[config.mk]
export PLATFORM = sky130hd
export DESIGN_NAME = spoken_number_clip_sequencer
export DESIGN_NICKNAME = d
export VERILOG_FILES = /design/src/rtl/core/snc_pkg.sv /design/src/rtl/core/spoken_number_clip_sequencer.sv /design/src/rtl/core/snc_front.sv /design/src/rtl/core/snc_queue.sv /design/src/rtl/core/snc_back.sv
export SDC_FILE = /design/constraint.sdc
export NUM_CORES = 1
export LEC_CHECK = 0
export ABC_CLOCK_PERIOD_IN_PS = 3660
export BUFFER_PORTS_ARGS = -buffer_cell sky130_fd_sc_hd__buf_2
export CORE_UTILIZATION = 45
export CTS_CLUSTER_DIAMETER = 50
export DETAILED_ROUTE_END_ITERATION = 10
export GPL_ROUTABILITY_DRIVEN = 0
export PLACE_DENSITY_LB_ADDON = 0.05
export SYNTH_ARGS = -nofsm -noshare
export SYNTH_HDL_FRONTEND = slang
export SYNTH_SLANG_ARGS = --single-unit
[constraint.sdc]
create_clock -name clk -period 3.66 [get_ports clk]
set_clock_uncertainty 0.1 [all_clocks]
set_input_delay 0.366 -clock clk [delete_from_list [all_inputs] [get_ports clk]]
set_output_delay 0.366 -clock clk [all_outputs]
set_load 0.005 [all_outputs]
[src/rtl/core/snc_pkg.sv]
package snc_pkg;

    localparam int MaxClips = 9;
    localparam int CodeW    = 4;
    localparam int LenW     = 4;
    localparam int AddrW    = 8;

    typedef logic [CodeW-1:0] clip_code_t;

    // clip codes beyond the digits share the digit table
    localparam clip_code_t CODE_ZERO     = 4'd0;
    localparam clip_code_t CODE_TEN      = 4'd10;
    localparam clip_code_t CODE_HOUR     = 4'd11;
    localparam clip_code_t CODE_MINUTE   = 4'd12;
    localparam clip_code_t CODE_DEGREE   = 4'd13;
    localparam clip_code_t CODE_TIME_PRE = 4'd14;
    localparam clip_code_t CODE_TEMP_PRE = 4'd15;

    localparam logic MODE_TIME = 1'b0;
    localparam logic MODE_TEMP = 1'b1;

    typedef struct packed {
        logic [LenW-1:0]                len;
        logic [MaxClips-1:0][CodeW-1:0] code;
    } script_t;

    function automatic logic [AddrW-1:0] clip_start_of(input clip_code_t c);
        logic [AddrW-1:0] r;
        case (c)
            4'd0:    r = 8'd96;
            4'd1:    r = 8'd1;
            4'd2:    r = 8'd6;
            4'd3:    r = 8'd11;
            4'd4:    r = 8'd16;
            4'd5:    r = 8'd21;
            4'd6:    r = 8'd26;
            4'd7:    r = 8'd31;
            4'd8:    r = 8'd36;
            4'd9:    r = 8'd41;
            4'd10:   r = 8'd46;
            4'd11:   r = 8'd51;
            4'd12:   r = 8'd56;
            4'd13:   r = 8'd61;
            4'd14:   r = 8'd66;
            default: r = 8'd81;
        endcase
        return r;
    endfunction

    function automatic logic [AddrW-1:0] clip_end_of(input clip_code_t c);
        logic [AddrW-1:0] r;
        case (c)
            4'd0:    r = 8'd100;
            4'd1:    r = 8'd5;
            4'd2:    r = 8'd10;
            4'd3:    r = 8'd15;
            4'd4:    r = 8'd20;
            4'd5:    r = 8'd25;
            4'd6:    r = 8'd30;
            4'd7:    r = 8'd35;
            4'd8:    r = 8'd40;
            4'd9:    r = 8'd45;
            4'd10:   r = 8'd50;
            4'd11:   r = 8'd55;
            4'd12:   r = 8'd60;
            4'd13:   r = 8'd65;
            4'd14:   r = 8'd80;
            default: r = 8'd95;
        endcase
        return r;
    endfunction

endpackage

[src/rtl/core/spoken_number_clip_sequencer.sv]
// the first clip of a request passes through the queue entry and then the output register
// each request gives 4 to 9 clips; the clip walker sends one clip per cycle while m_tready allows
// a queue of QUEUE_DEPTH requests sits ahead of the walker, so input keeps flowing until it fills
// reset: rst_n asynchronous active low, clears queue pointers and output valid
module spoken_number_clip_sequencer
    import snc_pkg::*;
#(
    parameter int QUEUE_DEPTH = 2
)
(
    input  logic        clk,
    input  logic        rst_n,
    // request channel
    input  logic        s_tvalid,
    output logic        s_tready,
    input  logic [23:0] s_tdata,   // mode, first_tens, first_units, second_tens, second_units
    // clip channel
    output logic        m_tvalid,
    input  logic        m_tready,
    output logic [15:0] m_tdata,   // clip_start, clip_end
    output logic        m_tlast    // last clip of the announcement
);

    script_t          req_script;
    script_t          q_head;
    logic             q_full;
    logic             q_valid;
    logic             q_pop;
    logic [AddrW-1:0] clip_start;
    logic [AddrW-1:0] clip_end;

    // front: turn the request into an ordered list of clip codes
    snc_front u_front
    (
        .mode         (s_tdata[0]),
        .first_tens   (s_tdata[4:1]),
        .first_units  (s_tdata[8:5]),
        .second_tens  (s_tdata[12:9]),
        .second_units (s_tdata[16:13]),
        .script       (req_script)
    );

    // a transfer lands straight in the queue
    assign s_tready = !q_full;

    snc_queue #(
        .DEPTH (QUEUE_DEPTH)
    ) u_queue
    (
        .clk       (clk),
        .rst_n     (rst_n),
        .push      (s_tvalid),
        .push_data (req_script),
        .full      (q_full),
        .pop       (q_pop),
        .not_empty (q_valid),
        .head      (q_head)
    );

    // back: walk the clip list, map codes to address ranges, hold in output register
    snc_back u_back
    (
        .clk       (clk),
        .rst_n     (rst_n),
        .q_valid   (q_valid),
        .q_head    (q_head),
        .q_pop     (q_pop),
        .out_valid (m_tvalid),
        .out_ready (m_tready),
        .out_start (clip_start),
        .out_end   (clip_end),
        .out_last  (m_tlast)
    );

    assign m_tdata = {clip_end, clip_start};

endmodule

[src/rtl/core/snc_front.sv]
module snc_front
    import snc_pkg::*;
(
    input  logic       mode,
    input  clip_code_t first_tens,
    input  clip_code_t first_units,
    input  clip_code_t second_tens,
    input  clip_code_t second_units,
    output script_t    script
);

    logic [LenW-1:0] pos;

    // builds the ordered clip list of one request
    always_comb
    begin
        script = '0;
        pos    = '0;
        if (mode == MODE_TIME)
        begin
            script.code[pos] = CODE_TIME_PRE;
            pos = pos + 4'd1;
            if (first_tens == CODE_ZERO)
            begin
                script.code[pos] = first_units;
                pos = pos + 4'd1;
            end
            else
            begin
                script.code[pos] = first_tens;
                pos = pos + 4'd1;
                script.code[pos] = CODE_TEN;
                pos = pos + 4'd1;
                if (first_units != CODE_ZERO)
                begin
                    script.code[pos] = first_units;
                    pos = pos + 4'd1;
                end
            end
            script.code[pos] = CODE_HOUR;
            pos = pos + 4'd1;
            if (second_tens == CODE_ZERO)
            begin
                script.code[pos] = second_units;
                pos = pos + 4'd1;
            end
            else
            begin
                script.code[pos] = second_tens;
                pos = pos + 4'd1;
                script.code[pos] = CODE_TEN;
                pos = pos + 4'd1;
                if (second_units != CODE_ZERO)
                begin
                    script.code[pos] = second_units;
                    pos = pos + 4'd1;
                end
            end
            script.code[pos] = CODE_MINUTE;
            pos = pos + 4'd1;
        end
        else
        begin
            script.code[pos] = CODE_TEMP_PRE;
            pos = pos + 4'd1;
            script.code[pos] = first_tens;
            pos = pos + 4'd1;
            script.code[pos] = CODE_TEN;
            pos = pos + 4'd1;
            if (first_units != CODE_ZERO)
            begin
                script.code[pos] = first_units;
                pos = pos + 4'd1;
            end
            script.code[pos] = CODE_DEGREE;
            pos = pos + 4'd1;
        end
        script.len = pos;
    end

endmodule

[src/rtl/core/snc_queue.sv]
module snc_queue
    import snc_pkg::*;
#(
    parameter int DEPTH = 2
)
(
    input  logic    clk,
    input  logic    rst_n,
    input  logic    push,
    input  script_t push_data,
    output logic    full,
    input  logic    pop,
    output logic    not_empty,
    output script_t head
);

    localparam int PtrW = $clog2(DEPTH);
    localparam int CntW = $clog2(DEPTH + 1);

    script_t           entry_reg [DEPTH];
    logic [PtrW-1:0]   wr_ptr_reg, wr_ptr_next;
    logic [PtrW-1:0]   rd_ptr_reg, rd_ptr_next;
    logic [CntW-1:0]   count_reg, count_next;
    logic              do_push, do_pop;

    assign full      = (count_reg == CntW'(DEPTH));
    assign not_empty = (count_reg != '0);
    assign head      = entry_reg[rd_ptr_reg];
    assign do_push   = push && !full;
    assign do_pop    = pop && not_empty;

    always_comb
    begin
        wr_ptr_next = wr_ptr_reg;
        rd_ptr_next = rd_ptr_reg;
        count_next  = count_reg;
        if (do_push)
        begin
            wr_ptr_next = (wr_ptr_reg == PtrW'(DEPTH - 1)) ? '0 : wr_ptr_reg + 1'b1;
        end
        if (do_pop)
        begin
            rd_ptr_next = (rd_ptr_reg == PtrW'(DEPTH - 1)) ? '0 : rd_ptr_reg + 1'b1;
        end
        if (do_push && !do_pop)
        begin
            count_next = count_reg + 1'b1;
        end
        else if (do_pop && !do_push)
        begin
            count_next = count_reg - 1'b1;
        end
    end

    always_ff @(posedge clk or negedge rst_n)
    begin
        if (!rst_n)
        begin
            wr_ptr_reg <= '0;
            rd_ptr_reg <= '0;
            count_reg  <= '0;
        end
        else
        begin
            wr_ptr_reg <= wr_ptr_next;
            rd_ptr_reg <= rd_ptr_next;
            count_reg  <= count_next;
        end
    end

    always_ff @(posedge clk)
    begin
        if (do_push)
        begin
            entry_reg[wr_ptr_reg] <= push_data;
        end
    end

endmodule

[src/rtl/core/snc_back.sv]
module snc_back
    import snc_pkg::*;
(
    input  logic             clk,
    input  logic             rst_n,
    input  logic             q_valid,
    input  script_t          q_head,
    output logic             q_pop,
    output logic             out_valid,
    input  logic             out_ready,
    output logic [AddrW-1:0] out_start,
    output logic [AddrW-1:0] out_end,
    output logic             out_last
);

    logic [LenW-1:0]  idx_reg, idx_next;
    logic             valid_reg, valid_next;
    logic [AddrW-1:0] start_reg, start_next;
    logic [AddrW-1:0] end_reg, end_next;
    logic             last_reg, last_next;
    logic             load;
    logic             at_last;
    clip_code_t       code;

    assign load    = q_valid && (!valid_reg || out_ready);
    assign at_last = (idx_reg == q_head.len - 4'd1);
    assign code    = q_head.code[idx_reg];
    assign q_pop   = load && at_last;

    always_comb
    begin
        idx_next   = idx_reg;
        valid_next = valid_reg;
        start_next = start_reg;
        end_next   = end_reg;
        last_next  = last_reg;
        if (load)
        begin
            valid_next = 1'b1;
            start_next = clip_start_of(code);
            end_next   = clip_end_of(code);
            last_next  = at_last;
            idx_next   = at_last ? '0 : idx_reg + 4'd1;
        end
        else if (out_ready)
        begin
            valid_next = 1'b0;
        end
    end

    always_ff @(posedge clk or negedge rst_n)
    begin
        if (!rst_n)
        begin
            idx_reg   <= '0;
            valid_reg <= 1'b0;
        end
        else
        begin
            idx_reg   <= idx_next;
            valid_reg <= valid_next;
        end
    end

    always_ff @(posedge clk)
    begin
        start_reg <= start_next;
        end_reg   <= end_next;
        last_reg  <= last_next;
    end

    assign out_valid = valid_reg;
    assign out_start = start_reg;
    assign out_end   = end_reg;
    assign out_last  = last_reg;

endmodule

Word level (Yosys, flattened, before mapping)
Memories as Yosys holds them, arrays and structs flattened. A register that Yosys moved wholly into a read port is not among the register bits.
Cells that the tools add are included.

operators by class
  $lt $le $gt $ge = 13
  reductions and logical operators = 24
  equality and inequality tests = 2
  bitwise gates (word level) = 12
  $add $sub $neg = 12
  multiplexer cells = 44

operators by type and width
  operator               count
  $mux W36               4
  $bwmux W36             3
  $demux W4 S4           6
  $mux W4                19
  $or A12 B27 Y27        2
  $and A18 B18 Y18       2
  $not A18 Y18           2
  $or A18 B18 Y18        2
  $lt A4 B5 Y1 const B   7
  $add A4 B1 Y4 const B  7
  $ge A4 B1 Y1 const B   6
  $and A4 B9 Y9          2
  $not A9 Y9             2
  $bmux W4 S4            1
  $mux W8                2
  $logic_and A1 B1 Y1    12
  $logic_not A4 Y1       2
  $reduce_bool A4 Y1     2
  $mux W1                6
  $reduce_bool A2 Y1     3
  $eq A4 B4 Y1           1
  $logic_not A1 Y1       4
  $mux W2                2
  $sub A4 B1 Y4 const B  1
  other kinds (6)        7

word-level totals
  input bits = 28
  word-level logic and storage cells = 118
  ROM bits = 224
  register bits after elaboration = 26
  memories kept = 3
  memory bits (writable) = 80

memories
  memory             words  width  rd ports  clocked after Yosys merged registers in  write ports  RTL line         text
  (no name shown)    16     7      1         1                                        0            snc_pkg.sv:29    case (c)
  (no name shown)    16     7      1         1                                        0            snc_pkg.sv:52    case (c)
  u_queue.entry_reg  2      40     1         0                                        1            snc_queue.sv:20  script_t entry_reg [DEPTH];

Depth between registers and ports, before layout
Gate-level depths: netlist (run 1).

  depth after elaboration = 18
  gate-level depth with buffers = 15
  mapped depth without buffers = 11

Cells and area by module
A second synthesis (run 1) with hierarchy kept.

second synthesis, totals
  cells, all modules = 497
  area, all modules = 6045.8 um2

modules (own cells, without submodules)
  module                        times used  sequential area each (um2)  area each (um2)  cells each
  snc_queue                     1           2502.4                      3290.7           144
  snc_back                      1           545.5                       1473.9           135
  snc_front                     1           0.0                         1277.5           217
  spoken_number_clip_sequencer  1           0.0                         3.8              1

Least setup slack after synthesis (run 1)
No wires, ideal clock.

  path type = input port to flip-flop
  start = input port s_tdata[8]
  end = memory u_queue.entry_reg[0][14] (netlist bit) (data pin)
  required time = 3.287 ns
  path buffers = 3
  arrival time = 2.664 ns
  library setup time = 0.273 ns
  stages on the path = 12
  setup slack = 0.623 ns
  cells stage by stage = or4_1 > clkbuf_1 > nor2_1 > inv_1 > ha_1 > clkbuf_2 > nand2b_1 > clkbuf_1 > nor2_1 > nand2_1 > a221oi_1 > o31ai_1

RTL lines
  what             RTL line                            text
  start, declared  spoken_number_clip_sequencer.sv:16  input logic [23:0] s_tdata,
  end, declared    snc_queue.sv:20

Worst setup path after layout (run 1)
  start = register u_queue.rd_ptr_reg
  end = register u_back.end_reg[2], in the netlist u_back.out_end[2] (data pin)

on the way
  word-level cells in the longest chain between the ends = 3

RTL lines
  what                           RTL line         text
  start, declared                snc_queue.sv:22  logic [PtrW-1:0] rd_ptr_reg, rd_ptr_next;
  start signal, assigned         snc_queue.sv:66  rd_ptr_reg <= rd_ptr_next;
  $mem_v2 Z2 W40                 -
  $bmux W4 S4                    snc_back.sv:27   assign code = q_head.code[idx_reg];
  $mux W4 (implied by the code)  snc_back.sv:27
  end, declared                  snc_back.sv:19   logic [AddrW-1:0] end_reg, end_next;

Every way passes these cells. The select of a mux whose other input is x is not followed.
A chain may end at the register's enable or synchronous reset.

==> flow_metrics.env, run 1 <==
export IMPL_synthAdderAreaFrac_pct=2.50
export IMPL_max_cap_violations=0
export IMPL_slowest_delay_ns=0.66
export IMPL_grt_pass1_vias=3727
export IMPL_clock_latency_ns=0.34
export IMPL_cts_tree="yes"
export IMPL_num_vias=3820
export IMPL_arrival_ns=3.02
export IMPL_multi_input_area_um2=2270
export IMPL_start_util_pct=46.0
export IMPL_fin_crit_sh_pct=83.3
export IMPL_post_cts_buffers=0
export IMPL_avgViaCountPerCell=5.92
export IMPL_clock_sinks=103
export IMPL_yosys_register_bits=103
export IMPL_clkTransAtPathRegs_ns=0.07
export IMPL_cts_resized=0
export IMPL_whs_ns=0.183
export IMPL_fillers=1035
export IMPL_path_class="register to register"
export IMPL_syn2layout_area_growth_pct=11.9
export IMPL_p_comb_share_pct=42.4
export IMPL_yosysUniqueCellTypes=67
export IMPL_ios=47
export IMPL_crit_chain="buf_4 -> mux4_1 -> o32a_1 -> a31oi_4 -> nor3_1 -> mux2i_1 -> o221ai_1"
export IMPL_synth_mux_area_share_pct=10.4
export IMPL_synth_top_family_by_area="compound AO/OA/AOI/OAI gates"
export IMPL_seq_area_frac_synth_pct=55.5
export IMPL_power_frac_clock_pct=19.6
export IMPL_p_seq_share_pct=38.0
export IMPL_layout_nets=532
export IMPL_maxSlewHeadroom_pct=31.6
export IMPL_rows=40
export IMPL_layout_min_cycle_time_ns=3.05
export IMPL_crit_buf_inv=1
export IMPL_die_w_um=113
export IMPL_hold_depth=3
export IMPL_ys_warn_count=0
export IMPL_worst_slew_pin_slew_ns=1.03
export IMPL_postSynthAreaPerCell_um2=12.0
export IMPL_dr_max_layer_used="met4"
export IMPL_drc=0
export IMPL_crit_required_ns=3.63
export IMPL_async_reset_ff_share_pct=8.74
export IMPL_seq_area_um2=3050
export IMPL_intPower_uw=3290
export IMPL_drive_gt1_share_pct=18.1
export IMPL_die_area_um2=12700
export IMPL_synth_xor_area_share_pct=2.23
export IMPL_startpoint_type="register"
export IMPL_syn_cell_area_um2=5500
export IMPL_synthCells=457
export IMPL_switching_power_uw=1740
export IMPL_postRouteAntennaNets=0
export IMPL_end_kind="register"
export IMPL_worstRegToRegCells=7
export IMPL_cts_max_level=3
export IMPL_rsz0062_at_grt="no"
export IMPL_cts_path_max_buffers=2
export IMPL_cp_slowest_cell="dfrtp_2"
export IMPL_setup_tns_ns=0
export IMPL_cts_made_buffers=9
export IMPL_drtIter0Drc=265
export IMPL_synthSimpleGateAreaFrac_pct=12.1
export IMPL_synth_edff_count=94
export IMPL_grt_start_max_net_pins=41
export IMPL_overflow=0
export IMPL_largest_reg_flops=80
export IMPL_core_um2=12000
export IMPL_crit_cells=7
export IMPL_swShare_pct=34.6
export IMPL_antenna_found_initial=0
export IMPL_wl_um=12500
export IMPL_grt_use_total_pct=21.0
export IMPL_critPathMaxFanout=14
export IMPL_hold_viol=0
export IMPL_fin_cells=645
export IMPL_ys_flop_type="edfxtp_1"
export IMPL_powerDensity_nw_per_um2=819
export IMPL_grt_pass1_wl_um=19900
export IMPL_hold_buffers=1
export IMPL_hp_class="input port to register"
export IMPL_route_met3_wl_um=696
export IMPL_fmax_mhz=328
export IMPL_wl_met1_um=5770
export IMPL_setup_violations=0
export IMPL_slew_violations=0
export IMPL_root_buffer="clkbuf_16"
export IMPL_cp_top_family="compound AO/OA/AOI/OAI gates"
export IMPL_drt_pass1_iter_count=5
export IMPL_die_h_um=113
export IMPL_antenna_cells=0
export IMPL_placed_cells=628
export IMPL_route_met2_wl_um=5790
export IMPL_synth_compound_area_share_pct=13.4
export IMPL_place_port_buffers=37
export IMPL_dp_hpwl_um=8540
export IMPL_p_leak_uw=0.00219
export IMPL_status="finished, final reports clean"
export IMPL_routedWlPerCell_um=19.4
export IMPL_ir_worst_vdd_v=0.000256
==> worst min-delay path, delay by kind of cell <==
| family | cells | cell delay, ns |
|---|---|---|
| and+or+nand+nor | 2 | 0.15 |
| buffers and inverters | 1 | 0.07 |
==> power by group through the flow <==
stage	logic, µW	registers [µW]	clock network, µW
after floorplan	1690	1900	0
after global placement	2130	1930	0
after detailed placement	2150	1940	0
after CTS	2160	1920	1020
after global routing	2380	1950	1060
final	2130	1910	988
==> path summary, 6_finish.rpt <==
| check | endpoint | slack, ns | from |
|---|---|---|---|
| max | u_back.out_end[2]$_DFFE_PP_ | 0.61 | u_queue.rd_ptr_reg$_DFFE_PN0P_ |
| min | u_back.out_valid$_DFFE_PN0P_ | 0.18 | m_tready |
| max reg2reg | u_back.out_end[2]$_DFFE_PP_ | 0.61 | u_queue.rd_ptr_reg$_DFFE_PN0P_ |
| min reg2reg | u_back.out_valid$_DFFE_PN0P_ | 0.40 | u_back.out_valid$_DFFE_PN0P_ |
| max in group asynchronous | u_queue.rd_ptr_reg$_DFFE_PN0P_ | 2.95 | rst_n |
| min in group asynchronous | u_queue.count_reg[0]$_DFFE_PN0P_ | 0.31 | rst_n |
==> layer usage <==
layer	GRT usage [%]	up-vias
met2	33.5	146
met5	0	-
met4	8.09	0
met1	28.3	1848
met3	4.32	19
li1	-	1807
==> stage by stage <==
stage               util (%)  power [µW]  worst slack, ns  instance area, µm²
finish                  51.4        5030            0.612                6150
global route            51.4        5390            0.310                6150
CTS                     51.4        5100            0.561                6150
detailed placement      48.8        4100            0.485                5830
global placement        48.8        4060            0.493                5830
floorplan                  -        3590            0.623                5510
==> cells in the final DEF, fill, tap and decap left out, types with 3 or more instances in the layout <==
cell / Yosys / final
nor2_4: 2 / 3
a22o_1: 3 / 3
o21a_1: 4 / 4
or2_2: 3 / 3
clkbuf_16: 0 / 9
nor4_2: 3 / 3
edfxtp_1: 94 / 94
conb_1: 1 / 4
inv_1: 11 / 11
mux4_1: 4 / 4
a31oi_1: 4 / 4
o31ai_1: 3 / 3
a21oi_1: 31 / 31
nand3_1: 11 / 11
buf_2: 5 / 37
a22oi_1: 4 / 4
nand2b_1: 5 / 5
buf_4: 4 / 14
o22ai_1: 3 / 3
o21ai_1: 4 / 4
mux2i_1: 26 / 26
xor2_1: 3 / 3
ha_1: 11 / 11
dfrtp_1: 9 / 8
nor3_1: 12 / 12
nor2b_1: 4 / 4
o41ai_1: 3 / 3
xnor2_1: 11 / 11
nor2_1: 44 / 43
nand2_1: 34 / 34
or4_1: 4 / 4
o21ai_0: 26 / 26
mux4_2: 7 / 7
==> cells in the mapped netlist, types with 5 or more instances <==
master	number	area share, %
edfxtp_1	94	51
nor2_1	44	3.0
nand2_1	34	2.3
a21oi_1	31	2.8
mux2i_1	26	4.7
o21ai_0	26	2.4
clkbuf_1	15	1.0
nor3_1	12	1.1
ha_1	11	2.5
inv_1	11	0.75
nand3_1	11	1.0
xnor2_1	11	1.8
dfrtp_1	9	4.1
mux4_2	7	2.9
buf_2	5	0.46
nand2b_1	5	0.57
==> area by class of cell <==
type,count,area share [%]
Tap cell,147,2.99
Multi-Input combinational cell,316,36.9
Timing Repair Buffer,52,4.88
Clock inverter,5,1.18
Inverter,11,0.672
Clock buffer,11,3.79
Sequential cell,103,49.6
==> cells by family (layout without fill, tap and decap cells) <==
family | after synthesis | in the layout
DFF | 103 | 103
muxes | 41 | 41
and+or+nand+nor | 135 | 135
AOI/OAI and AO/OA | 111 | 111
buffers and inverters | 41 | 79
adders and majority gates | 11 | 11
xor gates and xnor gates | 14 | 14
other | 1 | 4
No activity file was read; power rests on OpenSTA's default activity.
==> run 2, diff against run 1 <==
Settings changed: ABC_CLOCK_PERIOD_IN_PS 3660 to 2900.
Clock period 3.66 ns to 2.9 ns, I/O delays scaled along.
==> run 2 against run 1 <==
Against the previous run: count of clock-buffer cells in the layout shrank 2; combinational power rose by 37%; via count increased by 0.65%; total power up 30%; hold slack got worse by 0.084 ns; global-route usage is 0.095 points lower; fmax grew 15%; sequential cell count stayed put; routed wire length fell by 2.5%; critical path type unchanged; critical endpoint unchanged; largest cell class unchanged; highest routed layer unchanged.
==> flow_metrics.env, run 2 (synthesis gave the netlist of run 1 again) <==
export IMPL_clock_latency_ns=0.35
export IMPL_grtUsageMet3_pct=4.91
export IMPL_path_class="register to register"
export IMPL_mostFrequentLayoutCells="edfxtp_1, buf_4, nor2_1"
export IMPL_hp_start="m_tready"
export IMPL_root_buffer="clkbuf_16"
export IMPL_regToRegEndpoint="u_back.out_end[2]$_DFFE_PP_"
export IMPL_maxSlewHeadroom_pct=58.2
export IMPL_wl_um=12200
export IMPL_layout_min_cycle_time_ns=2.66
export IMPL_setup_ws_ns=0.243
export IMPL_slowest_delay_ns=0.53
export IMPL_drt_pass1_iter_count=5
export IMPL_place_port_buffers=37
export IMPL_switching_power_uw=2240
export IMPL_end_kind="register"
export IMPL_antenna_found_initial=0
export IMPL_grt_pass1_vias=3729
export IMPL_rows=40
export IMPL_postRouteAntennaNets=0
export IMPL_critPathMaxFanout=21
export IMPL_hold_viol=0
export IMPL_drc=0
export IMPL_num_vias=3845
export IMPL_grt_start_max_net_pins=41
export IMPL_clock_sinks=103
export IMPL_die_w_um=113
export IMPL_grt_busiest_layer="met2"
export IMPL_grt_pass1_wl_um=19800
export IMPL_overflow=0
export IMPL_clkTransAtPathRegs_ns=0.07
export IMPL_setup_violations=0
export IMPL_drive_gt1_share_pct=23.8
export IMPL_drtIter0Drc=299
export IMPL_p_seq_share_pct=35.8
export IMPL_swShare_pct=34.2
export IMPL_status="finished, final reports clean"
export IMPL_fin_crit_sh_pct=91.6
export IMPL_die_h_um=113
export IMPL_routedWlPerCell_um=18.0
export IMPL_ff2ff_setup_slack_ns=0.24
export IMPL_syn2layout_area_growth_pct=16.7
export IMPL_max_cap_violations=0
export IMPL_whs_endpoint="u_back.out_valid$_DFFE_PN0P_"
export IMPL_hold_depth=3
export IMPL_ir_worst_vdd_v=0.000388
export IMPL_worstRegToRegCells=7
export IMPL_cts_path_max_buffers=2
export IMPL_intPower_uw=4310
export IMPL_fmax_mhz=376
export IMPL_largest_reg_flops=80
export IMPL_hp_class="input port to register"
export IMPL_rsz0062_at_grt="no"
export IMPL_placed_cells=659
export IMPL_core_um2=12000
export IMPL_slew_violations=0
export IMPL_powerDensity_nw_per_um2=1020
export IMPL_start_util_pct=46.0
export IMPL_worst_slew_pin_slew_ns=0.618
export IMPL_grt_use_total_pct=20.9
export IMPL_cp_slowest_cell="mux4_2"
export IMPL_p_comb_share_pct=44.5
export IMPL_worstReg2RegStart="u_queue.rd_ptr_reg$_DFFE_PN0P_"
export IMPL_crit_required_ns=2.88
export IMPL_ios=47
export IMPL_p_leak_uw=0.00235
export IMPL_startpoint_type="register"
export IMPL_dp_hpwl_um=8740
export IMPL_fin_util_pct=53.6
export IMPL_use_met2_pct=33.0
export IMPL_cts_max_level=3
export IMPL_crit_buf_inv=1
export IMPL_met1_usage_pct=28.0
export IMPL_layout_commonest_cell="edfxtp_1"
export IMPL_cts_tree="yes"
export IMPL_power_frac_clock_pct=19.6
export IMPL_pre_cts_ws_ns=-0.0307
export IMPL_fin_cells=676
export IMPL_arrival_ns=2.64
export IMPL_avgViaCountPerCell=5.69
export IMPL_crit_chain="buf_12 -> mux4_2 -> o32a_1 -> a31oi_4 -> nor3_1 -> mux2i_1 -> o221ai_1"
export IMPL_die_area_um2=12700
export IMPL_cts_made_buffers=9
export IMPL_cp_startpoint="u_queue.rd_ptr_reg$_DFFE_PN0P_"
export IMPL_layout_nets=563
export IMPL_antenna_cells=0
export IMPL_total_power_uw=6540
export IMPL_cp_top_family="compound AO/OA/AOI/OAI gates"
[run 2: repair_timing]
item	in CTS	in global routing
endpoints found under the hold margin	9	0
hold buffers	1	0
setup buffers	0	0
resized for setup	0	0
[run 2: worst min-delay path, delay by kind of cell]
| family | cells | cell delay (ns) |
|---|---|---|
| buffers and inverters | 1 | 0.07 |
| AND/OR/NAND/NOR | 2 | 0.15 |
[run 2: final cells by class]
type	count	area, µm²
Timing Repair Buffer	83	546
Tap cell	147	184
Sequential cell	103	3050
Inverter	11	41.3
Clock inverter	7	97.6
Fill cell	1014	5550
Clock buffer	9	225
Multi-Input combinational cell	316	2270
[run 2: metrics by stage]
step	setup TNS [ns]	cell area, µm²	hold WS (ns)
finish	0	6410	0.0986
floorplan	0	5510	-0.106
CTS	0	6410	0.0869
global placement	-0.108	6080	0.0549
detailed placement	-0.0613	6080	0.0551
global route	0	6410	0.136
[run 2: worst max-delay path by stage]
stage | cells past startpoint | end
finish | 7 | u_back.out_end[2]$_DFFE_PP_
global route | 12 | u_back.out_end[3]$_DFFE_PP_
global placement | 10 | u_queue.entry_reg[1][7]$_DFFE_PP_
floorplan | 3 | u_queue.entry_reg[0][0]$_DFFE_PP_
CTS | 7 | u_back.out_end[4]$_DFFE_PP_
detailed placement | 10 | u_queue.entry_reg[1][7]$_DFFE_PP_
[run 2: power groups by stage]
stage / registers [µW] / clock network [µW] / logic, µW
2_1_floorplan: 2400 / 0 / 2130
3_3_place_gp: 2370 / 0 / 2930
3_5_place_dp: 2380 / 0 / 2960
4_1_cts: 2350 / 1320 / 2960
5_1_grt: 2390 / 1370 / 3250
6_report: 2350 / 1280 / 2920
[run 2: metal layers]
metal	vias up	wire, µm
li1	1867	-
met1	1825	5620
met2	130	5690
met3	23	623
met4	0	242
met5	-	0
